File: config.mk
export PLATFORM = sky130hd
export DESIGN_NAME = bdac_fifo
export DESIGN_NICKNAME = d
export VERILOG_FILES = /design/src/hdl/bdac_pkg.sv /design/src/hdl/bdac_fifo.sv
export SDC_FILE = /design/constraint.sdc
export NUM_CORES = 1
export LEC_CHECK = 0
export ABC_AREA = 0
export BUFFER_PORTS_ARGS = -buffer_cell sky130_fd_sc_hd__buf_2
export CAP_MARGIN = 10
export CELL_PAD_IN_SITES_DETAIL_PLACEMENT = 0
export CELL_PAD_IN_SITES_GLOBAL_PLACEMENT = 1
export CORE_MARGIN = 1.5
export CORE_UTILIZATION = 49
export DETAILED_ROUTE_END_ITERATION = 10
export PLACE_DENSITY_LB_ADDON = 0.1
export SLEW_MARGIN = 20
export SYNTH_ARGS = -nofsm -noshare
export SYNTH_HDL_FRONTEND = slang
export SYNTH_SLANG_ARGS = --single-unit
export TNS_END_PERCENT = 50
File: constraint.sdc
create_clock -name clock -period 2 [get_ports clock]
set_input_delay 0.2 -clock clock [delete_from_list [all_inputs] [get_ports clock]]
set_output_delay 0.2 -clock clock [all_outputs]
set_load 0.01 [all_outputs]
File: src/hdl/bdac_pkg.sv
`timescale 1ns / 1ps
`default_nettype none

package bdac_pkg;

   // default sizes, handed to the top level parameters
   localparam int DEF_MAX_SRC_DIM   = 4096;
   localparam int DEF_MAX_THUMB_DIM = 256;
   localparam int DEF_CHECKER_CELL  = 10;

   // configuration port
   localparam int CSR_DATA_W  = 13;
   localparam int CSR_INDEX_W = 2;

   localparam logic [CSR_INDEX_W-1:0] REG_SRC_WIDTH  = 2'd0;
   localparam logic [CSR_INDEX_W-1:0] REG_SRC_HEIGHT = 2'd1;
   localparam logic [CSR_INDEX_W-1:0] REG_MAX_DIM    = 2'd2;

   localparam logic [12:0] RST_SRC_WIDTH  = 13'd256;
   localparam logic [12:0] RST_SRC_HEIGHT = 13'd256;
   localparam logic [8:0]  RST_MAX_DIM    = 9'd128;

   // checkerboard shades
   localparam logic [7:0] BG_LIGHT = 8'd60;
   localparam logic [7:0] BG_DARK  = 8'd42;

   // depth of the queue between front and back
   localparam int QUEUE_DEPTH = 4;

   typedef struct packed {
      logic [7:0] red;
      logic [7:0] green;
      logic [7:0] blue;
      logic [7:0] alpha;
   } pix_type;

   // per-beat classification made by the front
   typedef struct packed {
      logic first;   // first touch of this column entry in the box row
      logic emit;    // bottom-right pixel of a box
      logic last;    // final thumbnail pixel of the frame
      logic odd;     // light checker cell
   } ctl_type;

endpackage

`default_nettype wire

File: src/hdl/bdac_fifo.sv
`timescale 1ns / 1ps
`default_nettype none

// short queue between front and back
module bdac_fifo
   import bdac_pkg::*;
#(
   parameter int WIDTH = 32
) (
   input  logic             clock,
   input  logic             reset,
   input  logic             push,
   input  logic [WIDTH-1:0] din,
   output logic             full,
   input  logic             pop,
   output logic [WIDTH-1:0] dout,
   output logic             empty
);

   localparam int PW = $clog2(QUEUE_DEPTH);

   logic [WIDTH-1:0] slot_ff [QUEUE_DEPTH];
   logic [PW-1:0]    wr_ptr_ff;
   logic [PW-1:0]    rd_ptr_ff;
   logic [PW:0]      count_ff;

   assign full  = count_ff == (PW+1)'(QUEUE_DEPTH);
   assign empty = count_ff == '0;
   assign dout  = slot_ff[rd_ptr_ff];

   always_ff @(posedge clock) begin
      if (push) begin
         slot_ff[wr_ptr_ff] <= din;
      end
   end

   // pointers and fill count
   always_ff @(posedge clock) begin
      if (reset) begin
         wr_ptr_ff <= '0;
         rd_ptr_ff <= '0;
         count_ff  <= '0;
      end else begin
         if (push) begin
            wr_ptr_ff <= wr_ptr_ff + PW'(1);
         end
         if (pop) begin
            rd_ptr_ff <= rd_ptr_ff + PW'(1);
         end
         if (push && !pop) begin
            count_ff <= count_ff + (PW+1)'(1);
         end else if (pop && !push) begin
            count_ff <= count_ff - (PW+1)'(1);
         end
      end
   end

endmodule

`default_nettype wire

==> key figures, run 1 <==
Power
  • P_leak: 2.356 nW
  • Flop pwr share: 0.464
  • Internal: 5.708 mW
  • Cell Pwr Density: 1077 mW/mm²
  • Sw frac: 0.2082
  • Sw Pwr: 1.501 mW
  • Clock power share: 0.431
  • Tot Pwr: 7.210 mW
  • Combinational group share of total power: 0.106
  • Peak VDD IR: 627.5 µV

Drt
  • Drt wl/cell: 17.67 µm
  • Vias per Instance: 5.012
  • 1st-iter DRT viols: 65
  • WL final: 8552 µm
  • First-pass DRT Iterations: 4
  • Via count: 2426
  • DR DRC count: 0
  • Post-route antenna net violation count: 0

Timing
  • RSZ-0062 raised after global routing: yes
  • Slew HR: 0.3978
  • Peak Freq: 502.5 MHz
  • Hold Vio Cnt, Final: 0
  • Worst slew pin tran: 903.3 ps
  • Skew final: 5.683 ps
  • Final WS setup: 9.889 ps
  • Endpoints failing setup: 0
  • Tcrit/Tclk final: 0.9951
  • Final min period: 1990 ps
  • Final hold slack: 49.77 ps
  • Slew Limit Fails: 0

Placement
  • Gp weighted congestion: 0.6523
  • Post-Place Cells: 416
  • Port buffer count: 69
  • Dpl hpwl: 4927 µm
  • Placed instance area: 0.005605 mm²
  • Dpl ws: 260.8 ps

Yosys
  • Number of distinct library cells after synthesis: 22
  • Post-synthesis sequential area ratio: 0.7909
  • Syn_nets: 253
  • #FFs+latches synth: 137
  • Synth warnings: 0
  • Syn_area_per_cell: 24.11 µm²
  • Post-Syn Area: 0.005087 mm²
  • Number of cells produced by synthesis: 211

Worst setup path
  • Crit-path max FO: 6
  • Reg2Reg Depth: 3
  • Reg2reg end: slot_ff[0][24]$_DFFE_PP_
  • CP arrival: 1790 ps
  • Worst Setup End Kind: output pin
  • Critical Path RT: 1800 ps
  • CP startpoint kind: register
  • Critical path class: reg2out
  • Crit-path slowest cell: mux4_2
  • CP Capture Point: dout[17]
  • Reg2Reg Setup Slack: 280 ps
  • CP peak stage delay: 500 ps
  • R2R Path Start: wr_ptr_ff[0]$_SDFFE_PP0P_
  • CP cell instances: clkbuf_16 > mux4_2 > buf_6

Hold path
  • Type of the most critical hold path: in2reg

Global routing
  • Initial antenna violation count: 0
  • Gr ovfl total: 0
  • Pin count of the biggest net entering global routing: 33
  • Total GRT Usage: 0.1712
  • First-pass GRT wire length: 13560 µm
  • Via count of the first global-routing pass: 2669

Finish
  • Final Cell Area: 0.006694 mm²
  • Post-Layout Cell Count: 484
  • Area Overhead vs Synth: 31.58%
  • Nets: 378
  • Share of layout cells above drive strength 1: 0.4224
  • Filler instances: 696
  • Diode count: 0

Clock network
  • CTS buffer count: 17
  • Clk root buf: clkbuf_8
  • Clock sinks: 137
  • Skew-Pair Late Insertion Delay: 510 ps
  • CTS tree: done
  • Clk buf depth: 2
  • CTS clk-pin slew, worst paths: 60 ps
  • H-Tree Level Count: 4

Floorplanning
  • Area of the die: 0.01100 mm²
  • Std-Cell Rows: 37
  • Initial Utilization: 0.4995
  • Die Y: 104.9 µm
  • Die extent in x: 104.9 µm
  • Core box area: 0.01018 mm²
  • Top Ports: 70

Outcome
  • Status: completed

Run
  • Max-cap violations: 0
-- worst min-delay path by stage --
stage,startpoint,to,slack (ps),cells after the start
6_report,push,wr_ptr_ff[0]$_SDFFE_PP0P_,50,3
5_1_grt,push,wr_ptr_ff[1]$_SDFFE_PP0P_,60,3
2_1_floorplan,din[0],slot_ff[0][0]$_DFFE_PP_,300,0
3_3_place_gp,din[13],slot_ff[2][13]$_DFFE_PP_,420,1
4_1_cts,push,wr_ptr_ff[0]$_SDFFE_PP0P_,30,3
3_5_place_dp,din[8],slot_ff[0][8]$_DFFE_PP_,420,1
-- power groups by stage --
stage / logic (mW) / clock network (mW) / registers, mW
after floorplan: 0.408 / 0 / 3.38
after global placement: 0.622 / 0 / 3.40
after detailed placement: 0.628 / 0 / 3.41
after CTS: 0.721 / 3.16 / 3.34
after global routing: 0.824 / 3.29 / 3.36
final: 0.762 / 3.10 / 3.34
-- flip-flops by register name (all words and copies together), names as in the netlist, named ones only --
signal	cells
slot_ff	128
rd_ptr_ff	2
wr_ptr_ff	2
count_ff	3
-- synthesized netlist by cell type --
library cell,n,share of area
edfxtp_1,128,0.76
mux4_2,30,0.13
dfxtp_1,9,0.035
nor2_1,7,0.0052
ha_1,5,0.012
and2_1,4,0.0049
inv_1,4,0.0030
buf_12,3,0.012
buf_2,3,0.0030
xor2_1,3,0.0052
mux2i_1,2,0.0039
mux4_1,2,0.010
xnor2_1,2,0.0034
a21oi_1,1,0.00098
buf_6,1,0.0022
clkbuf_1,1,0.00074
fa_1,1,0.0039
nand2_1,1,0.00074
nor3_1,1,0.00098
nor3b_1,1,0.0015
o21ai_0,1,0.00098
or3_1,1,0.0012
-- kinds of logic after synthesis --
kind of cell / after synthesis / synth area share
simple gates: 15 / 0.01451
buf+inv: 12 / 0.02066
mux: 34 / 0.1471
compound gates: 2 / 0.001966
xor+xnor: 5 / 0.008610
flops: 137 / 0.7909
fa+ha+maj: 6 / 0.01623
-- metal layers --
layer  global-route usage  vias to the layer above  share of wire
met5                    0                        -              0
met4              0.06849                        0         0.0076
met3              0.06550                        6          0.044
met2               0.2773                       58           0.52
met1               0.2082                     1235           0.43
li1                     -                     1127              -
-- layout make-up --
class / instances / area [µm²] / share of cell area
Tap cell: 136 / 170.2 / 0.02542
Clock inverter: 14 / 181.4 / 0.02710
Multi-Input combinational cell: 62 / 955.9 / 0.1428
Clock buffer: 17 / 414.1 / 0.06187
Timing Repair Buffer: 114 / 928.4 / 0.1387
Inverter: 4 / 15.01 / 0.002243
Sequential cell: 137 / 4029 / 0.6019
-- layout by cell type, fill, tap and decap left out, types with 4 or more instances in the layout --
master	n
clkinvlp_4	4
buf_6	16
inv_1	4
clkbuf_16	17
buf_2	54
nor2_1	7
bufinv_16	4
dlygate4sd3_1	34
buf_4	5
mux4_2	32
edfxtp_1	128
ha_1	5
and2_2	4
dfxtp_1	7
-- repair_timing --
action                     CTS  global route
hold endpoints to repair   137             0
buffers inserted             1             1
gates cloned                 0             1
pin swaps                    0             0
gates resized for setup      8            14
setup endpoints to repair   32            26
hold buffers                34             0
-- worst max-delay path, delay by kind of cell, from the launching register on --
family                 cells  cell delay, ps
buffers and inverters      2             330
DFF                        1             440
muxes                      1             500
-- through the flow --
step / util / setup TNS (ps)
2_1_floorplan: - / 0
3_3_place_gp: 0.5504 / 0
3_5_place_dp: 0.5504 / 0
4_1_cts: 0.6475 / -256.6
5_1_grt: 0.6572 / -1404
6_report: 0.6572 / 0
Power figures use the tool's default switching activity.
==> inputs of run 2 (changes only) <==
--- a/config.mk
+++ b/config.mk
@@ -14,6 +14,7 @@
 export CORE_UTILIZATION = 49
 export DETAILED_ROUTE_END_ITERATION = 10
 export PLACE_DENSITY_LB_ADDON = 0.1
+export REMOVE_ABC_BUFFERS = 1
 export SLEW_MARGIN = 20
 export SYNTH_ARGS = -nofsm -noshare
 export SYNTH_HDL_FRONTEND = slang
==> run 2 against run 1 <==
Effect of this change:
- core utilization shrank 1.0 points
- clock skew grew 0.59 ps
- cell area shrank 1.5%
- sequential power is essentially flat
- sequential share of layout area grew 0.94 points
- fmax grew 1.6%
- critical endpoint is now dout[14]
- largest cell class unchanged
- highest routed layer unchanged
==> key figures, run 2 (synthesis gave the netlist of run 1 again) <==
Outcome
  • Status: completed

Power
  • Clock power share: 0.412
  • Flop pwr share: 0.481
  • Internal: 5.355 mW
  • Peak VDD IR: 642.9 µV
  • Sw Pwr: 1.587 mW
  • P_leak: 2.308 nW
  • Cell Pwr Density: 1053 mW/mm²
  • Sw frac: 0.2286
  • Combinational group share of total power: 0.107

Finish
  • Commonest cells after routing, fill and taps aside: edfxtp_1, buf_2, dlygate4sd3_1
  • Final Cell Area: 0.006591 mm²
  • Diode count: 0
  • Fin util: 0.6472
  • Leading cell type in the layout, fill and taps excluded: edfxtp_1
  • Filler instances: 730
  • Top reg by flops: slot_ff
  • Largest registers: slot_ff: 128 flops, count_ff: 3 flops
  • Nets: 375
  • Area Overhead vs Synth: 29.56%
  • Max reg flops: 128
  • Share of layout cells above drive strength 1: 0.4220

Drt
  • First-pass DRT Iterations: 4
  • WL final: 8524 µm
  • Vias per Instance: 5.093
  • Drt wl/cell: 17.68 µm
  • DR DRC count: 0
  • Via count: 2455
  • Post-route antenna net violation count: 0
  • 1st-iter DRT viols: 133

Worst setup path
  • CP cell instances: buf_12 > mux4_2 > buf_2
  • CP arrival: 1760 ps
  • Crit-path max FO: 17
  • Worst Setup End Kind: output pin
  • Critical path class: reg2out
  • CP peak stage delay: 540 ps
  • CP startpoint kind: register
  • Critical Path RT: 1800 ps
  • Crit-path slowest cell: mux4_2

Timing
  • Tcrit/Tclk final: 0.9796
  • Setup_tns: 0 ps
  • Slew HR: 0.4169
  • Hold Vio Cnt, Final: 0
  • Worst slew pin tran: 874.6 ps
  • Skew final: 6.274 ps
  • Endpoints failing setup: 0
  • RSZ-0062 raised after global routing: yes
  • Peak Freq: 510.4 MHz
  • Final min period: 1959 ps
  • Final WS setup: 40.87 ps
  • Slew Limit Fails: 0

Clock network
  • Total setup buffers inserted after CTS: 0
  • CTS tree: done
  • CTS buffer count: 17
  • Clk buf depth: 2
  • H-Tree Level Count: 4
  • Clock sinks: 137
  • Clk root buf: clkbuf_8
  • CTS clk-pin slew, worst paths: 60 ps
  • Skew-Pair Late Insertion Delay: 510 ps

Floorplanning
  • Top Ports: 70
  • Initial Utilization: 0.4995
  • Core box area: 0.01018 mm²
  • Area of the die: 0.01100 mm²
  • Std-Cell Rows: 37
  • Die Y: 104.9 µm
  • Die extent in x: 104.9 µm

Placement
  • Dpl hpwl: 4916 µm
  • Dpl ws: 287.0 ps
  • Placed instance area: 0.005593 mm²
  • Gp weighted congestion: 0.6578
  • Port buffer count: 69

Global routing
  • Total GRT Usage: 0.1654
  • Gr ovfl total: 0
  • Initial antenna violation count: 0
  • First-pass GRT wire length: 13260 µm
  • Via count of the first global-routing pass: 2577
  • Pin count of the biggest net entering global routing: 33

Run
  • Max-cap violations: 0

Hold path
  • Type of the most critical hold path: in2reg
run 2: metal layers:
layer | wire length (µm) | GRT usage
met3 | 416 | 0.05677
met4 | 80 | 0.05969
met5 | 0 | 0
met1 | 3588 | 0.1974
met2 | 4438 | 0.2796
run 2: timing repair:
| item | CTS | global route |
|---|---|---|
| gates resized for setup | 7 | 14 |
| hold buffers | 34 | 0 |
| pin swaps | 0 | 0 |
| endpoints found under the setup margin | 16 | 23 |
| endpoints found under the hold margin | 137 | 0 |
run 2: final timing paths:
| kind | from | endpoint | slack, ps | cells after the start |
|---|---|---|---|---|
| min reg2reg | count_ff[2]$_SDFFE_PP0P_ | count_ff[2]$_SDFFE_PP0P_ | 500 | 2 |
| max | register | dout[14] | 40 | 3 |
| max reg2reg | wr_ptr_ff[0]$_SDFFE_PP0P_ | slot_ff[2][26]$_DFFE_PP_ | 320 | 3 |
| min | push | wr_ptr_ff[0]$_SDFFE_PP0P_ | 50 | 3 |
run 2: critical path, delay by kind of cell (launching register included):
family	cells	cell delay, ps
flip-flops	1	370
multiplexers	1	540
buffers and inverters	2	350
run 2: final cells by class:
class	count	area, µm²	area share
clock buffers	17	414.1	0.06283
clock inverters	15	142.6	0.02164
inverters	4	15.01	0.002278
multi-input cells	62	955.9	0.1450
flip-flops and latches	137	4029	0.6112
well taps	136	170.2	0.02582
repair buffers	111	864.6	0.1312
run 2: power groups by stage:
stage / clock (mW) / combinational, mW / sequential [mW]
floorplan: 0 / 0.331 / 3.42
global placement: 0 / 0.632 / 3.39
detailed placement: 0 / 0.632 / 3.40
CTS: 2.91 / 0.698 / 3.34
global route: 3.03 / 0.802 / 3.35
finish: 2.86 / 0.742 / 3.34
run 2: stage by stage:
stage                     hold slack [ps]  cells  total power, mW
after floorplan                     269.1    203            3.754
after global placement              415.2    416            4.022
after detailed placement            418.1    416            4.028
after CTS                           34.46    482            6.948
after global routing                61.15    482            7.187
final                               51.22    482            6.942
