<file path="config.mk">
export PLATFORM = sky130hd
export DESIGN_NAME = bdac_front
export DESIGN_NICKNAME = d
export VERILOG_FILES = /design/src/hdl/bdac_pkg.sv /design/src/hdl/bdac_div.sv /design/src/hdl/bdac_front.sv
export SDC_FILE = /design/constraint.sdc
export NUM_CORES = 1
export LEC_CHECK = 0
export ABC_AREA = 1
export BUFFER_PORTS_ARGS = -buffer_cell sky130_fd_sc_hd__buf_4
export CAP_MARGIN = 20
export CORE_MARGIN = 2
export CORE_UTILIZATION = 60
export CTS_CLUSTER_DIAMETER = 30
export DETAILED_ROUTE_END_ITERATION = 6
export PLACE_DENSITY_LB_ADDON = 0.25
export SETUP_SLACK_MARGIN = 0.5
export SYNTH_ARGS = -nofsm -noshare
export SYNTH_HDL_FRONTEND = slang
export SYNTH_SLANG_ARGS = --single-unit
</file>
<file path="constraint.sdc">
create_clock -name clock -period 6.3 [get_ports clock]
set_input_delay 1.575 -clock clock [delete_from_list [all_inputs] [get_ports clock]]
set_output_delay 1.575 -clock clock [all_outputs]
set_load 0.05 [all_outputs]
</file>
<file path="src/hdl/bdac_pkg.sv">
`timescale 1ns / 1ps
`default_nettype none

package bdac_pkg;

   // default sizes, handed to the top level parameters
   localparam int DEF_MAX_SRC_DIM   = 4096;
   localparam int DEF_MAX_THUMB_DIM = 256;
   localparam int DEF_CHECKER_CELL  = 10;

   // configuration port
   localparam int CSR_DATA_W  = 13;
   localparam int CSR_INDEX_W = 2;

   localparam logic [CSR_INDEX_W-1:0] REG_SRC_WIDTH  = 2'd0;
   localparam logic [CSR_INDEX_W-1:0] REG_SRC_HEIGHT = 2'd1;
   localparam logic [CSR_INDEX_W-1:0] REG_MAX_DIM    = 2'd2;

   localparam logic [12:0] RST_SRC_WIDTH  = 13'd256;
   localparam logic [12:0] RST_SRC_HEIGHT = 13'd256;
   localparam logic [8:0]  RST_MAX_DIM    = 9'd128;

   // checkerboard shades
   localparam logic [7:0] BG_LIGHT = 8'd60;
   localparam logic [7:0] BG_DARK  = 8'd42;

   // depth of the queue between front and back
   localparam int QUEUE_DEPTH = 4;

   typedef struct packed {
      logic [7:0] red;
      logic [7:0] green;
      logic [7:0] blue;
      logic [7:0] alpha;
   } pix_type;

   // per-beat classification made by the front
   typedef struct packed {
      logic first;   // first touch of this column entry in the box row
      logic emit;    // bottom-right pixel of a box
      logic last;    // final thumbnail pixel of the frame
      logic odd;     // light checker cell
   } ctl_type;

endpackage

`default_nettype wire

</file>
<file path="src/hdl/bdac_div.sv">
`timescale 1ns / 1ps
`default_nettype none

// restoring divider, one quotient bit per cycle
module bdac_div
   import bdac_pkg::*;
#(
   parameter int NW = 22,
   parameter int DW = 13
) (
   input  logic          clock,
   input  logic          reset,
   input  logic          start,
   input  logic [NW-1:0] num,
   input  logic [DW-1:0] den,
   output logic          done,
   output logic [NW-1:0] quo,
   output logic [DW-1:0] rem
);

   localparam int CNTW = $clog2(NW + 1);

   logic [NW-1:0]   quo_ff;
   logic [DW-1:0]   rem_ff;
   logic [DW-1:0]   den_ff;
   logic [CNTW-1:0] cnt_ff;
   logic            busy_ff;
   logic            done_ff;
   logic [DW:0]     trial;
   logic            fits;

   // shift in the next numerator bit and test the divisor
   assign trial = {rem_ff, quo_ff[NW-1]};
   assign fits  = trial >= {1'b0, den_ff};

   always_ff @(posedge clock) begin
      if (reset) begin
         busy_ff <= 1'b0;
         done_ff <= 1'b0;
      end else begin
         done_ff <= !start && busy_ff && (cnt_ff == CNTW'(1));
         if (start) begin
            quo_ff  <= num;
            rem_ff  <= '0;
            den_ff  <= den;
            cnt_ff  <= CNTW'(NW);
            busy_ff <= 1'b1;
         end else if (busy_ff) begin
            quo_ff <= {quo_ff[NW-2:0], fits};
            rem_ff <= fits ? DW'(trial - {1'b0, den_ff}) : trial[DW-1:0];
            cnt_ff <= cnt_ff - CNTW'(1);
            if (cnt_ff == CNTW'(1)) begin
               busy_ff <= 1'b0;
            end
         end
      end
   end

   assign done = done_ff;
   assign quo  = quo_ff;
   assign rem  = rem_ff;

endmodule

`default_nettype wire

</file>
<file path="src/hdl/bdac_front.sv">
`timescale 1ns / 1ps
`default_nettype none

// sizing sequencer and raster walker: classifies each pixel into its box
module bdac_front
   import bdac_pkg::*;
#(
   parameter int MAX_SRC_DIM   = DEF_MAX_SRC_DIM,
   parameter int MAX_THUMB_DIM = DEF_MAX_THUMB_DIM,
   parameter int CHECKER_CELL  = DEF_CHECKER_CELL,
   localparam int SW  = $clog2(MAX_SRC_DIM + 1),
   localparam int TW  = $clog2(MAX_THUMB_DIM + 1),
   localparam int XW  = (MAX_THUMB_DIM > 1) ? $clog2(MAX_THUMB_DIM) : 1
) (
   input  logic                   clock,
   input  logic                   reset,
   input  logic                   csr_write_en,
   input  logic [CSR_INDEX_W-1:0] csr_index,
   input  logic [CSR_DATA_W-1:0]  csr_wdata,
   input  logic                   req_valid,
   output logic                   req_stall,
   input  pix_type                req_pix,
   input  logic                   q_full,
   output logic                   q_push,
   output pix_type                q_pix,
   output ctl_type                q_ctl,
   output logic [XW-1:0]          q_x,
   output logic [7:0]             q_row,
   output logic [TW-1:0]          thumb_w,
   output logic [TW-1:0]          thumb_h
);

   localparam int DW  = (SW > TW) ? SW : TW;
   localparam int NW  = SW + TW;
   localparam int CCW = (CHECKER_CELL > 1) ? $clog2(CHECKER_CELL) : 1;
   localparam int EW  = SW + 1;

   typedef enum logic [2:0] {
      S_INIT,
      S_TW,
      S_TH,
      S_QW,
      S_QH,
      S_RUN
   } state_type;

   state_type state_ff;

   logic [12:0] reg_w_ff;
   logic [12:0] reg_h_ff;
   logic [8:0]  reg_m_ff;

   logic          start_ff;
   logic          start_in;
   logic          csr_hit;
   logic [NW-1:0] num_ff;
   logic [DW-1:0] den_ff;
   logic          div_done;
   logic [NW-1:0] div_quo;
   logic [DW-1:0] div_rem;
   logic          got;

   logic [TW-1:0] tw_ff, th_ff;
   logic [SW-1:0] qw_ff, qh_ff;
   logic [TW-1:0] rw_ff, rh_ff;

   logic [SW-1:0]  src_col_ff, src_row_ff;
   logic [XW-1:0]  dst_col_ff, dst_row_ff;
   logic [EW-1:0]  col_edge_ff, row_edge_ff;
   logic [TW-1:0]  col_rem_ff, row_rem_ff;
   logic           col_first_ff, row_first_ff;
   logic [CCW-1:0] col_cell_ff, row_cell_ff;
   logic           col_odd_ff, row_odd_ff;

   logic [SW-1:0] eff_w, eff_h, longest;
   logic [TW-1:0] eff_m;
   logic          fits_m;
   logic [TW-1:0] fit_side;

   logic          accept;
   logic [SW-1:0] src_col_in, src_row_in;
   logic          col_hit, row_hit, col_wrap, row_wrap;
   logic [TW:0]   col_sum, row_sum;
   logic          col_carry, row_carry;
   logic [EW-1:0] col_edge_in, row_edge_in;
   logic [TW-1:0] col_rem_in, row_rem_in;
   logic          col_cell_end, row_cell_end;

   bdac_div #(
      .NW (NW),
      .DW (DW)
   ) u_div (
      .clock (clock),
      .reset (reset),
      .start (start_ff),
      .num   (num_ff),
      .den   (den_ff),
      .done  (div_done),
      .quo   (div_quo),
      .rem   (div_rem)
   );

   // clamp the registers to their meaningful ranges
   always_comb begin
      if (reg_w_ff == '0) begin
         eff_w = SW'(1);
      end else if (32'(reg_w_ff) > 32'(MAX_SRC_DIM)) begin
         eff_w = SW'(MAX_SRC_DIM);
      end else begin
         eff_w = SW'(reg_w_ff);
      end
      if (reg_h_ff == '0) begin
         eff_h = SW'(1);
      end else if (32'(reg_h_ff) > 32'(MAX_SRC_DIM)) begin
         eff_h = SW'(MAX_SRC_DIM);
      end else begin
         eff_h = SW'(reg_h_ff);
      end
      if (reg_m_ff == '0) begin
         eff_m = TW'(1);
      end else if (32'(reg_m_ff) > 32'(MAX_THUMB_DIM)) begin
         eff_m = TW'(MAX_THUMB_DIM);
      end else begin
         eff_m = TW'(reg_m_ff);
      end
      longest = (eff_w > eff_h) ? eff_w : eff_h;
      fits_m  = 32'(longest) <= 32'(eff_m);
   end

   // scaled side, at least one
   assign fit_side = (div_quo == '0) ? TW'(1) : TW'(div_quo);
   assign got      = div_done && !start_ff;

   // divider kick: on entry to sizing and after each finished divide but the last
   assign csr_hit  = csr_write_en && (csr_index == REG_SRC_WIDTH ||
                     csr_index == REG_SRC_HEIGHT || csr_index == REG_MAX_DIM);
   assign start_in = !csr_hit && ((state_ff == S_INIT) ||
                     (got && (state_ff == S_TW || state_ff == S_TH || state_ff == S_QW)));

   // raster walk and box edges, advanced by quotient plus carried remainder
   assign accept     = req_valid && !req_stall;
   assign src_col_in = src_col_ff + SW'(1);
   assign src_row_in = src_row_ff + SW'(1);
   assign col_hit    = {1'b0, src_col_in} >= col_edge_ff;
   assign row_hit    = {1'b0, src_row_in} >= row_edge_ff;
   assign col_wrap   = src_col_in >= eff_w;
   assign row_wrap   = src_row_in >= eff_h;

   assign col_sum     = {1'b0, col_rem_ff} + {1'b0, rw_ff};
   assign col_carry   = col_sum >= {1'b0, tw_ff};
   assign col_edge_in = col_edge_ff + EW'(qw_ff) + EW'(col_carry);
   assign col_rem_in  = col_carry ? TW'(col_sum - {1'b0, tw_ff}) : TW'(col_sum);
   assign row_sum     = {1'b0, row_rem_ff} + {1'b0, rh_ff};
   assign row_carry   = row_sum >= {1'b0, th_ff};
   assign row_edge_in = row_edge_ff + EW'(qh_ff) + EW'(row_carry);
   assign row_rem_in  = row_carry ? TW'(row_sum - {1'b0, th_ff}) : TW'(row_sum);

   assign col_cell_end = col_cell_ff == CCW'(CHECKER_CELL - 1);
   assign row_cell_end = row_cell_ff == CCW'(CHECKER_CELL - 1);

   // classification of the beat being accepted
   assign req_stall   = (state_ff != S_RUN) || q_full;
   assign q_push      = accept;
   assign q_pix       = req_pix;
   assign q_x         = dst_col_ff;
   assign q_row       = 8'(dst_row_ff);
   assign q_ctl.first = col_first_ff && row_first_ff;
   assign q_ctl.emit  = ({1'b0, src_col_in} == col_edge_ff) &&
                        ({1'b0, src_row_in} == row_edge_ff);
   assign q_ctl.last  = (TW'(dst_col_ff) + TW'(1) == tw_ff) &&
                        (TW'(dst_row_ff) + TW'(1) == th_ff);
   assign q_ctl.odd   = col_odd_ff ^ row_odd_ff;
   assign thumb_w     = tw_ff;
   assign thumb_h     = th_ff;

   always_ff @(posedge clock) begin
      if (reset) begin
         state_ff <= S_INIT;
         reg_w_ff <= RST_SRC_WIDTH;
         reg_h_ff <= RST_SRC_HEIGHT;
         reg_m_ff <= RST_MAX_DIM;
         start_ff <= 1'b0;
      end else begin
         start_ff <= start_in;
         if (csr_hit) begin
            // register write restarts sizing and the frame
            case (csr_index)
               REG_SRC_WIDTH:  reg_w_ff <= csr_wdata;
               REG_SRC_HEIGHT: reg_h_ff <= csr_wdata;
               REG_MAX_DIM:    reg_m_ff <= csr_wdata[8:0];
               default:        reg_m_ff <= reg_m_ff;
            endcase
            state_ff <= S_INIT;
         end else begin
            case (state_ff)
               S_INIT: begin
                  if (fits_m) begin
                     tw_ff    <= TW'(eff_w);
                     th_ff    <= TW'(eff_h);
                     num_ff   <= NW'(eff_w);
                     den_ff   <= DW'(eff_w);
                     state_ff <= S_QW;
                  end else begin
                     num_ff   <= NW'(eff_w) * NW'(eff_m);
                     den_ff   <= DW'(longest);
                     state_ff <= S_TW;
                  end
               end
               S_TW: begin
                  if (got) begin
                     tw_ff    <= fit_side;
                     num_ff   <= NW'(eff_h) * NW'(eff_m);
                     den_ff   <= DW'(longest);
                     state_ff <= S_TH;
                  end
               end
               S_TH: begin
                  if (got) begin
                     th_ff    <= fit_side;
                     num_ff   <= NW'(eff_w);
                     den_ff   <= DW'(tw_ff);
                     state_ff <= S_QW;
                  end
               end
               S_QW: begin
                  if (got) begin
                     qw_ff    <= SW'(div_quo);
                     rw_ff    <= TW'(div_rem);
                     num_ff   <= NW'(eff_h);
                     den_ff   <= DW'(th_ff);
                     state_ff <= S_QH;
                  end
               end
               S_QH: begin
                  if (got) begin
                     qh_ff        <= SW'(div_quo);
                     rh_ff        <= TW'(div_rem);
                     src_col_ff   <= '0;
                     src_row_ff   <= '0;
                     dst_col_ff   <= '0;
                     dst_row_ff   <= '0;
                     col_edge_ff  <= EW'(qw_ff);
                     col_rem_ff   <= rw_ff;
                     row_edge_ff  <= EW'(div_quo);
                     row_rem_ff   <= TW'(div_rem);
                     col_first_ff <= 1'b1;
                     row_first_ff <= 1'b1;
                     col_cell_ff  <= '0;
                     row_cell_ff  <= '0;
                     col_odd_ff   <= 1'b0;
                     row_odd_ff   <= 1'b0;
                     state_ff     <= S_RUN;
                  end
               end
               S_RUN: begin
                  if (accept) begin
                     if (col_wrap) begin
                        // end of a source line
                        src_col_ff   <= '0;
                        dst_col_ff   <= '0;
                        col_edge_ff  <= EW'(qw_ff);
                        col_rem_ff   <= rw_ff;
                        col_first_ff <= 1'b1;
                        col_cell_ff  <= '0;
                        col_odd_ff   <= 1'b0;
                        if (row_wrap) begin
                           src_row_ff   <= '0;
                           dst_row_ff   <= '0;
                           row_edge_ff  <= EW'(qh_ff);
                           row_rem_ff   <= rh_ff;
                           row_first_ff <= 1'b1;
                           row_cell_ff  <= '0;
                           row_odd_ff   <= 1'b0;
                        end else begin
                           src_row_ff <= src_row_in;
                           if (row_hit) begin
                              dst_row_ff   <= dst_row_ff + XW'(1);
                              row_edge_ff  <= row_edge_in;
                              row_rem_ff   <= row_rem_in;
                              row_first_ff <= 1'b1;
                              row_cell_ff  <= row_cell_end ? '0 : row_cell_ff + CCW'(1);
                              row_odd_ff   <= row_odd_ff ^ row_cell_end;
                           end else begin
                              row_first_ff <= 1'b0;
                           end
                        end
                     end else begin
                        src_col_ff <= src_col_in;
                        if (col_hit) begin
                           dst_col_ff   <= dst_col_ff + XW'(1);
                           col_edge_ff  <= col_edge_in;
                           col_rem_ff   <= col_rem_in;
                           col_first_ff <= 1'b1;
                           col_cell_ff  <= col_cell_end ? '0 : col_cell_ff + CCW'(1);
                           col_odd_ff   <= col_odd_ff ^ col_cell_end;
                        end else begin
                           col_first_ff <= 1'b0;
                        end
                     end
                  end
               end
               default: state_ff <= S_INIT;
            endcase
         end
      end
   end

endmodule

`default_nettype wire

</file>
==> impl_metrics.toml, run 1 <==
[run_status]
status = "finished clean"

[routing]
drt_pre_antenna_iters = 6
drc = 0
ant_nets = 0
avgRoutedWirePerCell_microns = 20.3
via_per_inst = 5.84
wirelength_microns = 78600
drt_iter0_markers = 2357
route.vias.total = 22619

[yosys]
synth-edff-count = 250
yosys.area.top_type_share_pct = 28.7
synth_most_common_cell = "nand2_1"
ys_seq_area_share_pct = 31.9
synthDistinctLibCells = 65
asyncSetResetFlopFracSynth_pct = 0
ys_top_cells_by_count = "nand2_1, inv_1, nor2_1"
syn_area_per_cell_sq_um = 8.36
synthTopCellsByArea = "edfxtp_1, fa_1, ha_1, nand2_1, inv_1"
synth_area_sq_um = 26100
yosys_warnings = 0
syn_nets = 3584
ys_ff_latch = 291
ys.flop_type = "edfxtp_1"
syn_inst = 3126
synth_largest_area_cell = "edfxtp_1"

[grt]
grt_max_degree = 43
gr-total-overflow = 0
grt_pass1_vias = 22577
grt_pass1_wl_microns = 122000
grt_antenna_before_repair = 1
grt_util_all_layers_pct = 35.6

[floorplanning]
initial_core_util_pct = 60.7
row_count = 76
fp.dieArea_sq_um = 45200
ioPinCount = 124
coreArea_sq_um = 43100
dieHeight_microns = 213
die_w_microns = 213

[worst_setup_path]
worstPathRequired_ns = 6.62
setup.worst_path.class = "reg -> reg"
worstPathArrival_ns = 5.92
critPathLaunchType = "flip-flop"
critPathMostFrequentCell = "fa_1"
path_cells = "inv_1 -> nand4_1 -> nor2_2 -> nand2_4 -> a21oi_2 -> buf_4 -> clkinvlp_4 -> nor2_2 -> fa_1 -> fa_1 -> fa_1 -> inv_1 -> fa_1 -> inv_1 -> ha_1 -> a21oi_1 -> o21ai_0 -> nand2_1 -> nand4_1 -> o21ai_0 -> o21ai_1"
cp-end-kind = "flip-flop"
max_stage_delay_ns = 0.54
critPathMaxFanout = 8
crit_slowest_cell = "fa_1"

[finish]
multi_input_area_sq_um = 15300
diodes = 0
register_area_sq_um = 8330
drive_above_1_share_pct = 12.0
fin_cells = 3876
area_growth_syn_to_layout_pct = 15.1
fillerInstances = 3378
final_nets = 3686

[timing]
hold_viol = 0
clock.fmax_mhz = 179
maxSlewViolCount = 0
worstMarginPinSlew_ns = 1.03
clock_skew_ns = 0.0283
setup_tns_ns = 0
min_period_ns = 5.60
rsz0062_at_grt = "true"
layout_setup_ws_ns = 0.698
slew_headroom_pct = 30.9
whs_ns = 0.415
period_share_pct = 88.9
setup_viol = 0

[clock_tree]
h-tree-depth = 3
worstSkewPairLatency_ns = 0.62
path_clk_slew_ns = 0.05
cts_tree = "yes"
cts_buffers = 76
cts.sinks = 291
clockBufferDepth = 3
postCtsHoldBufs = 0
cts_root_buf = "clkbuf_16"

[power_and_ir_drop]
peakVddDrop_mv = 0.195
p_leak_nw = 14.2
p_per_area_nw_per_um2 = 263

[placement]
gp_congestion = 0.990
io_buffer_count = 59
placed_cells = 3721
place_hpwl_microns = 58900
place_ws_ns = 0.300

[worst_hold_path]
worst_hold_path_type = "reg -> reg"

[flow_run]
maxCapViolations = 0
[flip-flops by register name, indices dropped and copies added, names as in the netlist, 9 cells and up]
signal,count
row_rem_ff,9
rw_ff,9
u_div.quo,22
u_div.rem,13
rh_ff,9
thumb_h,9
src_col_ff,13
qh_ff,13
u_div.den_ff,13
reg_w_ff,13
thumb_w,9
col_edge_ff,14
num_ff,22
qw_ff,13
reg_m_ff,9
den_ff,13
row_edge_ff,14
reg_h_ff,13
src_row_ff,13
col_rem_ff,9
[routing by layer]
metal,share of wire (%),vias to the layer above,global-route usage (%)
li1,-,10422,-
met1,39,10713,44.6
met2,45,1199,57.1
met3,9.8,283,7.31
met4,6.2,2,21.4
met5,0.014,-,0
[worst max-delay path, delay by kind of cell (launching register included)]
kind / cells / cell delay (ns)
AOI/OAI and AO/OA: 5 / 1.11
and+or+nand+nor: 6 / 0.87
DFF: 1 / 0.35
buffers and inverters: 5 / 0.61
adders and majority gates: 5 / 2.37
[final cells by class]
class	instances	area share (%)
clock buffer	85	6.71
clock inverter	56	1.98
inverter	553	7.00
multi-input combinational	2169	50.7
sequential	291	27.7
tap	585	2.43
timing repair buffer	137	3.43
[cells by family (layout without fill, tap and decap cells)]
logic type	Yosys count	count (layout)	share of synthesized area, %
xor gates and xnor gates	108	108	3.62
buffers and inverters	667	831	10.4
AOI/OAI and AO/OA	519	519	11.3
muxes	1	1	0.0383
and+or+nand+nor	1134	1135	18.6
adders and majority gates	406	406	24.2
DFF	291	291	31.9
[metrics by stage]
| stage | utilization, % | power [mW] | instance area [sq um] |
|---|---|---|---|
| 2_1_floorplan | - | 3.57 | 26100 |
| 3_3_place_gp | 63.2 | 3.97 | 27200 |
| 3_5_place_dp | 63.2 | 4.00 | 27200 |
| 4_1_cts | 69.3 | 7.90 | 29800 |
| 5_1_grt | 69.8 | 8.21 | 30100 |
| 6_report | 69.8 | 7.92 | 30100 |
[report_power, final]
group | switching (mW) | total, mW | internal, mW
clock network | 1.34 | 3.89 | 2.55
registers | 0.106 | 2.40 | 2.29
logic | 1.14 | 1.64 | 0.501
total | 2.58 | 7.92 | 5.35
[timing repair]
item	CTS	global route
setup endpoints to repair	10	18
buffers inserted	0	12
gates resized for setup	12	42
pin swaps	0	5
gates cloned	0	1
[worst paths after layout]
kind / slack [ns] / to / cells past startpoint / startpoint
max: 0.70 / num_ff[18] / 21 / reg_h_ff[6]
min: 0.41 / u_div.den_ff[2] / 0 / den_ff[2]
max reg2reg: 0.70 / num_ff[18] / 21 / reg_h_ff[6]
min reg2reg: 0.41 / u_div.den_ff[2] / 0 / den_ff[2]
[layout by cell type (no fill, tap or decap), types with 15 or more instances in the layout]
master	netlist	layout
edfxtp_1	250	250
a21oi_1	191	187
nand2_1	545	540
nand4_1	43	43
clkbuf_16	0	79
inv_1	539	525
xor2_1	71	71
o211ai_1	15	15
nor3_1	26	24
xnor2_1	37	37
nor2_1	339	334
o22ai_1	15	15
o21ai_0	199	191
fa_1	165	165
buf_4	35	136
nand2_2	20	17
or2_2	17	17
clkinvlp_4	0	21
nand3_1	103	103
ha_1	241	240
dfxtp_1	41	40
Power figures use the tool's default switching activity.
==> run 2: changes to the inputs <==
--- a/config.mk
+++ b/config.mk
@@ -5,9 +5,8 @@
 export SDC_FILE = /design/constraint.sdc
 export NUM_CORES = 1
 export LEC_CHECK = 0
-export ABC_AREA = 1
 export BUFFER_PORTS_ARGS = -buffer_cell sky130_fd_sc_hd__buf_4
-export CAP_MARGIN = 20
+export CAP_MARGIN = 5
 export CORE_MARGIN = 2
 export CORE_UTILIZATION = 60
 export CTS_CLUSTER_DIAMETER = 30
==> impl_metrics.toml, run 2 <==
[placement]
place_hpwl_microns = 55800
place_ws_ns = 0.315
io_buffer_count = 59
placed_cells = 3305
post_dp_cell_area_sq_um = 26900
gp_congestion = 0.992

[clock_tree]
cts_root_buf = "clkbuf_16"
cts_buffers = 67
h-tree-depth = 3
cts.sinks = 291
worstSkewPairLatency_ns = 0.59
clockBufferDepth = 3
postCtsHoldBufs = 0
cts_tree = "yes"
path_clk_slew_ns = 0.05

[run_status]
violations = "design-rule violations"
status = "complete, but fails checks"

[timing]
layout_setup_ws_ns = 0.592
setup_viol = 0
slew_headroom_pct = 20.2
setup_tns_ns = 0
worstMarginPinSlew_ns = 1.19
rsz0062_at_grt = "true"
clock_skew_ns = 0.0283
clock.fmax_mhz = 175
maxSlewViolCount = 0
period_share_pct = 90.6
min_period_ns = 5.71
hold_viol = 0

[finish]
layout.cells.most_common = "inv_1"
final_nets = 3314
diodes = 0
fin_cells = 3449
final_cell_mix = "inv_1, nand2_1, nor2_1"
post-route-util_pct = 70.4
area_growth_syn_to_layout_pct = 15.3
drive_above_1_share_pct = 13.5
final_area_sq_um = 29600

[worst_setup_path]
critPathLaunch = "reg_w_ff[1]"
setup.worst_path.class = "reg -> reg"
worstPathArrival_ns = 6.00
critPathLaunchType = "flip-flop"
worstReg2RegStart = "reg_w_ff[1]"
worstPathRequired_ns = 6.59
cp-end-kind = "flip-flop"
crit_end = "num_ff[21]"
rr_endpoint = "num_ff[21]"
critPathMaxFanout = 4
reg2regPathDepth = 21
r2r_setup_slack_ns = 0.59

[yosys]
syn_inst = 2739
asyncSetResetFlopFracSynth_pct = 0
synth_area_sq_um = 25600
synth_largest_area_cell = "edfxtp_1"
synthDistinctLibCells = 82
ys_top_cells_by_count = "inv_1, nand2_1, nor2_1"
ys_ff_latch = 291
ys.flop_type = "edfxtp_1"
syn_nets = 3197
ys_seq_area_share_pct = 32.5
synth-edff-count = 250
syn_area_per_cell_sq_um = 9.36
yosys_warnings = 0
synth_most_common_cell = "inv_1"
yosys.area.top_type_share_pct = 29.3
synthTopCellsByArea = "edfxtp_1, fa_1, ha_1, inv_1, nand2_1"

[grt]
gr-total-overflow = 0
grt_pass1_vias = 21670
grt_antenna_before_repair = 1
grt_max_degree = 48
grt_util_all_layers_pct = 34.6
grt_pass1_wl_microns = 118000

[floorplanning]
dieHeight_microns = 211
ioPinCount = 124
fp.dieArea_sq_um = 44400
initial_core_util_pct = 61.0
die_w_microns = 211
row_count = 75
coreArea_sq_um = 42000

[power_and_ir_drop]
peakVddDrop_mv = 0.253
p_per_area_nw_per_um2 = 221
p_leak_nw = 13.1

[routing]
route.vias.total = 21056
drc = 3
wirelength_microns = 75100
ant_nets = 0
avgRoutedWirePerCell_microns = 21.8
drt_iter0_markers = 1976
via_per_inst = 6.10
drt_pre_antenna_iters = 7

[flow_run]
maxCapViolations = 0

[worst_hold_path]
worst_hold_path_type = "reg -> reg"
-- run 2: critical path: stages, from the launching register on --
cell	delay, ns
dfxtp_1	0.35
nor4_2	0.40
a31oi_1	0.13
nor2_1	0.20
nand2_1	0.12
fa_1	0.51
fa_1	0.55
inv_1	0.06
fa_1	0.54
inv_1	0.06
fa_1	0.53
inv_1	0.04
ha_1	0.33
nor3_1	0.18
nor2_1	0.10
a41oi_2	0.30
o21ai_2	0.12
o41ai_1	0.26
buf_4	0.18
o2111ai_1	0.19
xnor2_1	0.20
o211ai_1	0.10
-- run 2: how the worst min path moves through the flow --
stage               startpoint          endpoint  slack, ns  cells past startpoint
floorplan            den_ff[0]   u_div.den_ff[0]       0.40                      0
global placement     den_ff[8]   u_div.den_ff[8]       0.40                      0
detailed placement   den_ff[5]   u_div.den_ff[5]       0.41                      0
CTS                 den_ff[12]  u_div.den_ff[12]       0.40                      0
global route         den_ff[5]   u_div.den_ff[5]       0.42                      0
finish               den_ff[5]   u_div.den_ff[5]       0.42                      0
-- run 2: cell type report --
cell class,count,area [sq um]
clock buffers,86,1880
clock inverters,37,354
inverters,343,1300
flip-flops and latches,291,8330
well taps,539,674
fillers,3094,12500
repair buffers,175,1380
multi-input cells,1978,15700
-- run 2: metal layers --
metal	GRT usage [%]	routed length, microns
met1	41.5	27600
met2	57.6	35700
met3	6.54	6420
met4	21.8	5370
met5	0	12
-- run 2: logic make-up (layout without fill, tap and decap cells) --
family	Yosys count	in the layout	synth area share, %
buf+inv	470	641	7.51
fa+ha+maj	406	406	24.6
simple gates	888	888	15.5
xor+xnor	143	143	4.88
compound gates	453	453	11.4
flops	291	291	32.5
mux	88	88	3.55
-- run 2: report_power, final --
group,total (mW),switching [mW],leakage (nW),internal [mW]
combinational,0.891,0.557,9.50,0.334
clock,3.41,1.13,1.07,2.28
sequential,2.25,0.0714,2.52,2.18
total,6.55,1.76,13.1,4.79
-- run 2: per-stage QoR --
| stage | hold slack [ns] | total power, mW |
|---|---|---|
| finish | 0.417 | 6.55 |
| global route | 0.421 | 6.75 |
| CTS | 0.403 | 6.55 |
| detailed placement | 0.406 | 3.13 |
| global placement | 0.404 | 3.11 |
| floorplan | 0.400 | 2.88 |
-- run 2: timing repair --
item,CTS,global route
pin swaps,2,28
gates resized for setup,19,52
setup buffers,6,15
cloned,0,0
endpoints found under the setup margin,14,60
